### config.mk
export PLATFORM = sky130hd
export DESIGN_NAME = sgr_isqrt
export DESIGN_NICKNAME = d
export VERILOG_FILES = /design/src/rtl/sgr_pkg.sv /design/src/rtl/sgr_isqrt.sv
export SDC_FILE = /design/constraint.sdc
export NUM_CORES = 1
export LEC_CHECK = 0
export BUFFER_PORTS_ARGS = -buffer_cell sky130_fd_sc_hd__buf_2
export CAP_MARGIN = 20
export CORE_MARGIN = 4
export CORE_UTILIZATION = 45
export CTS_BUF_LIST = sky130_fd_sc_hd__clkbuf_2 sky130_fd_sc_hd__clkbuf_4 sky130_fd_sc_hd__clkbuf_8
export CTS_CLUSTER_DIAMETER = 150
export DETAILED_ROUTE_END_ITERATION = 8
export GPL_TIMING_DRIVEN = 0
export PLACE_DENSITY = 0.67
export SYNTH_ARGS = -nofsm -noshare
export SYNTH_HDL_FRONTEND = slang
export SYNTH_SLANG_ARGS = --single-unit
### constraint.sdc
create_clock -name clk -period 6.2 [get_ports clk]
set_clock_uncertainty 0.2 [all_clocks]
set_input_delay 0.62 -clock clk [delete_from_list [all_inputs] [get_ports clk]]
set_output_delay 0.62 -clock clk [all_outputs]
set_load 0.005 [all_outputs]
### src/rtl/sgr_pkg.sv
`timescale 1ns / 1ps

package sgr_pkg;

    localparam int MAX_WIDTH   = 1024;
    localparam int MAX_HEIGHT  = 4096;

    localparam int ADDR_W      = $clog2(MAX_WIDTH);
    localparam int PIX_W       = 8;
    localparam int LINE_W      = 2 * PIX_W;
    localparam int GRAD_W      = 11;
    localparam int MAG_W       = 8;
    localparam int SQ_W        = 21;
    localparam int COL_W       = ADDR_W;
    localparam int WID_W       = 11;
    localparam int ROW_W       = 13;
    localparam int OUT_ROW_W   = 12;

    localparam int CFG_INDEX_W = 8;
    localparam int CFG_DATA_W  = 13;

    localparam logic [CFG_INDEX_W-1:0] CFG_FRAME_WIDTH  = 8'd0;
    localparam logic [CFG_INDEX_W-1:0] CFG_FRAME_HEIGHT = 8'd1;

    typedef struct packed {
        logic busy;
        logic done;
    } root_stat_t;

endpackage

### src/rtl/sgr_isqrt.sv
`timescale 1ns / 1ps

// Integer square root, one result bit per cycle from the top down.
// Values of 65536 and above saturate at 255.
module sgr_isqrt
    import sgr_pkg::*;
(
    input  logic             clk,
    input  logic             rst_n,
    input  logic             start,
    input  logic [SQ_W-1:0]  value,
    output root_stat_t       stat,
    output logic [MAG_W-1:0] root
);

    localparam int STEP_W = $clog2(MAG_W);
    localparam int VAL_W  = 2 * MAG_W;

    logic              busy_reg;
    logic              done_reg;
    logic [STEP_W-1:0] step_reg;
    logic [MAG_W-1:0]  root_reg;
    logic [VAL_W-1:0]  val_reg;
    logic              sat_reg;

    logic [MAG_W-1:0]  trial;
    logic [VAL_W-1:0]  trial_sq;

    assign trial    = root_reg | (MAG_W'(1) << step_reg);
    assign trial_sq = trial * trial;

    always_ff @(posedge clk or negedge rst_n)
    begin
        if (!rst_n)
        begin
            busy_reg <= 1'b0;
            done_reg <= 1'b0;
            step_reg <= '0;
        end
        else if (start)
        begin
            busy_reg <= 1'b1;
            done_reg <= 1'b0;
            step_reg <= STEP_W'(MAG_W - 1);
        end
        else if (busy_reg)
        begin
            if (step_reg == '0)
            begin
                busy_reg <= 1'b0;
                done_reg <= 1'b1;
            end
            else
            begin
                step_reg <= step_reg - STEP_W'(1);
            end
        end
    end

    always_ff @(posedge clk)
    begin
        if (start)
        begin
            root_reg <= '0;
            val_reg  <= value[VAL_W-1:0];
            sat_reg  <= |value[SQ_W-1:VAL_W];
        end
        else if (busy_reg && (trial_sq <= val_reg))
        begin
            root_reg <= trial;
        end
    end

    assign stat.busy = busy_reg;
    assign stat.done = done_reg;
    assign root      = sat_reg ? {MAG_W{1'b1}} : root_reg;

endmodule

# == Word-level counts from Yosys, hierarchy flattened ==
# Cells that the tools add are included.
# W data, S select, Z words.
# classes
n_eq_ne,1
magnitude_cmp,1
mul,1
n_shift,1
addsub,1
reduce_logical,7
mux,10
bitwise_logic,1
# ops
cell,n
$le A16 B16 Y1,1
$mul A8 B8 Y16,1
$mux W3,3
$mux W8,1
$or A8 B8 Y8,1
$shl A1 B3 Y8 const A,1
$mux W1,6
$reduce_or A5 Y1,1
$reduce_and A2 Y1,2
$reduce_bool A2 Y1,2
$logic_not A3 Y1,1
$sub A3 B1 Y3 const B,1
$ne A2 B2 Y1 const B,1
$logic_and A1 B1 Y1,1
# word_totals
input_bits,24
regBits,30
elab_cells,29
output_inout_bits,10

# == Depth between registers and ports, before layout ==
# depth
ltp_word,5
depth_mapped,24
ltp_nobuf,24

# == Least setup slack after synthesis ==
# No wires, ideal clock.
# synth_timing
path_type,register to register
from,register step_reg[0]
to,register root_reg[0]
slack_ps,365
path_buffers,0
t_required_ps,5921
path_stages_with_launch,23
synth_period_minus_slack_ps,5835
setup_ps,79
arrival_ps,5556
cell_sequence,dfrtp_1 inv_1 ha_1 a21oi_2 or2_2 inv_1 fa_1 fa_1 inv_1 fa_1 fa_1 inv_1 ha_1 o21ai_0 nand2b_1 a31o_2 a31oi_1 xnor2_1 ha_1 nand4_2 nor4_4 nor2_2 a211oi_2
# synth_via
elab_chain_cells,5
# synth_rtl
item,line_no,rtl
"start, declared",sgr_isqrt.sv:21,logic [STEP_W-1:0] step_reg;
"start signal, assigned",sgr_isqrt.sv:44,step_reg <= STEP_W'(MAG_W - 1);
"start signal, assigned",sgr_isqrt.sv:55,step_reg <= step_reg - STEP_W'(1);
$shl A1 B3 Y8 (*),sgr_isqrt.sv:29,assign trial = root_reg | (MAG_W'(1) << step_reg);
$or A8 B8 Y8 (*),sgr_isqrt.sv:29,
$mul A8 B8 Y16,sgr_isqrt.sv:30,assign trial_sq = trial * trial;
$le A16 B16 Y1,sgr_isqrt.sv:68,else if (busy_reg && (trial_sq <= val_reg))
$logic_and A1 B1 Y1,sgr_isqrt.sv:68,
"end signal, assigned",sgr_isqrt.sv:70,root_reg <= trial;
"end, declared",sgr_isqrt.sv:22,logic [MAG_W-1:0] root_reg;
# Mark *: on every way between the ends. The rest lies on a longest branch, timed or not.
# A chain may end at the register's enable or synchronous reset.

# == Worst setup path in the final report ==
# layout_timing
from,register step_reg[1]
to,register root_reg[0]
# Same word-level chain as after synthesis.

==> results_dict.tcl <==
set metrics [dict create \
    crit_fanout 8 \
    cts_buffer_depth 2 \
    yosysWarningCount 0 \
    setup.worst_path.start_class "flop" \
    grt_overflow 0 \
    path_cells "inv_2, ha_4, a21oi_4, buf_4, or2_2, fa_1, inv_1, fa_1, fa_1, inv_1, fa_1, inv_1, ha_1, nor3_1, a2111oi_1, o311ai_2, ha_1, nand4_4, nor2_1, a221oi_2, o21ai_2, buf_12, a211oi_2" \
    status "finished, final reports clean" \
    critPathBufInv 6 \
    cp.arrival_ns 6.03 \
    maxCapViolCount 0 \
    route.detailed.drc 0 \
    path_delay_family "adder cells" \
    path_depth 23 \
    num_io_pins 34 \
    relSlewSlack_pct 66.3 \
    nets 526 \
    power_uw 883 \
    worst_skew_pair.late_latency_ns 0.28 \
    worstReg2RegStart "step_reg[1]" \
    post-route-period-util_pct 97.1 \
    hold_viol 0 \
    syn_area_per_cell_um2 9.10 \
    cpPeakStageDelay_ns 0.54 \
    initial_utilization_pct 46.3 \
    synthToLayoutAreaGrowth_pct 23.9 \
    min_from "value[3]" \
    via_count 2705 \
    synth-seq-area-share_pct 23.8 \
    dp_slack_ns -0.462 \
    yosysUniqueCellTypes 50 \
    period_minus_slack_ns 6.02 \
    die_w_um 94.1 \
    cp_slowest_cell "fa_1" \
    grt_pass1_vias 2610 \
    synth_nets 463 \
    vias_per_cell 5.10 \
    tns_ns 0 \
    wirelength_mm 7.13 \
    slew_violations 0 \
    syn_inst 367 \
    powerDensity_mw_per_mm2 214 \
    syn_area_mm2 0.00334 \
    die_area_mm2 0.00886 \
    setup_ws_ns 0.181 \
    root_buffer "clkbuf_8" \
    crit_start "step_reg[1]" \
    gp_congestion 0.858 \
    io_buffer_count 33 \
    synth_edf_count 17 \
    clk_pin_slew_ns 0.07 \
    finalNonFillerCells 530 \
    wl_per_cell_um 13.5 \
    synth_top_area_share_pct 17.6 \
    min_path_type "primary input to flop" \
    max-vdd-ir-drop_mv 0.210 \
    fmax_mhz 166 \
    ant_nets 0 \
    synth_flop_cell "edfxtp_1" \
    p_leak_nw 1.97 \
    synth-seq-cells 30 \
    cts.sinks 30 \
    die-height_um 94.1 \
    dpl.cell_count 499 \
    grt.total_usage_pct 16.5 \
    worst_pin_slew_ns 0.500 \
    htree_num_levels 2 \
    post-dp-hpwl_mm 5.12 \
    drive_above_1_share_pct 28.3 \
    grt_max_degree 22 \
    coreArea_mm2 0.00721 \
    r2r_cells 23 \
    largest_reg_flops 16 \
    rows 31 \
    cpMostUsedCell "fa_1" \
    first_pass_iters 4 \
    synthArstFlopShare_pct 16.7 \
    numCtsBuffers 5 \
    end_kind "flop" \
    worstPathRequired_ns 6.21 \
    yosys-top-cells-area "ha_1 (18%), edfxtp_1 (15%), fa_1 (15%)" \
    crit_type "flop to flop" \
    finalSetupViolations 0 \
    diodes 0 \
    grt_pass1_wl_mm 11.8 \
    initialDrtViolationCount 111 \
    worstHoldPathCells 1 \
    antenna_found_initial 0 \
    synth_top_area_cell "ha_1" \
    cts_tree "built" \
]
[placed cells by master, fill, tap and decap left out, types with 3 or more instances in the layout]
cell type and instances:
a21oi_4 8, o21ai_0 14, buf_2 33, inv_1 62, clkbuf_1 3, nor2_2 3
buf_4 22, nor3_1 8, nand2_1 12, dfrtp_1 3, nand3_1 3, edfxtp_1 17
ha_4 6, a21oi_1 17, nand4_1 3, ha_1 39, or2_2 11, dfxtp_1 8
clkinvlp_4 3, a21o_1 5, fa_1 25, xnor2_1 12, nor2_1 46, and3_1 3
clkbuf_8 5, nand2b_1 7
[area by class of cell]
cell class	instances	area (µm²)
tap	99	124
clock inverter	3	45.0
clock buffer	5	68.8
multi-input combinational	264	2440
buffer	8	57.6
timing repair buffer	56	357
fill	652	3080
sequential	30	798
inverter	65	248
[synthesized netlist by cell type (2+ instances only)]
master,n
nand4_1,3
and3_1,3
conb_1,2
nand4b_1,2
buf_6,2
or2_2,12
fa_1,25
edfxtp_1,17
nand4_2,2
a31o_2,2
a21o_1,5
buf_4,2
a211o_1,2
nor2b_1,2
nand2b_1,7
a21oi_1,21
a211oi_2,2
dfrtp_1,5
ha_1,47
o2111ai_1,2
o21ai_0,15
inv_1,65
a31oi_1,3
dfxtp_1,8
a21oi_2,4
nor2_1,48
nand2_1,12
clkbuf_1,3
nand3_1,3
xor2_1,2
xnor2_1,12
a21oi_4,2
nor3_1,8
[where the power goes]
| group | switching, mW | internal (mW) |
|---|---|---|
| Sequential | 0.0141 | 0.229 |
| Combinational | 0.241 | 0.201 |
| Clock | 0.0788 | 0.119 |
| Total | 0.334 | 0.549 |
[worst paths after layout]
path,to,slack (ns)
worst max-delay path,root_reg[0],0.18
worst min-delay path,val_reg[3],0.31
worst max register to register,root_reg[0],0.18
worst min register to register,done_reg,0.32
max in group asynchronous,step_reg[0],5.17
min in group asynchronous,step_reg[2],0.48
[metrics by stage]
step	hold WS, ns	util [%]	area, µm²
2_1_floorplan	0.124	-	3340
3_5_place_dp	0.239	50.3	3630
3_3_place_gp	0.238	50.3	3630
5_1_grt	0.303	57.3	4140
4_1_cts	0.304	55.0	3970
6_report	0.312	57.3	4140
[kinds of logic (layout without fill, tap and decap cells)]
group / count (synthesis) / in the layout / share of synthesized area (%)
simple gates: 108 / 108 / 16.7
buf+inv: 73 / 137 / 8.92
fa+ha+maj: 72 / 72 / 32.6
compound gates: 68 / 68 / 14.1
flops: 30 / 30 / 23.8
xor+xnor: 14 / 14 / 3.67
other cells: 2 / 2 / 0.225
[metal layers]
layer  wire length (µm)  GRT usage [%]  part of all wire (%)  vias to the layer above
met2               3550           27.4                    50                       56
met5                  0              0                     0                        -
met1               3280           22.5                    46                     1294
li1                   -              -                     -                     1346
met4                107           5.42                   1.5                        0
met3                187           1.44                   2.6                        9
[repair_timing]
item,4_1_cts,5_1_grt
gates resized for setup,21,19
setup endpoints to repair,8,8
pin swaps,7,11
buffers inserted,12,10
hold endpoints to repair,5,0
hold buffers,1,0
No activity file was read; power rests on OpenSTA's default activity.
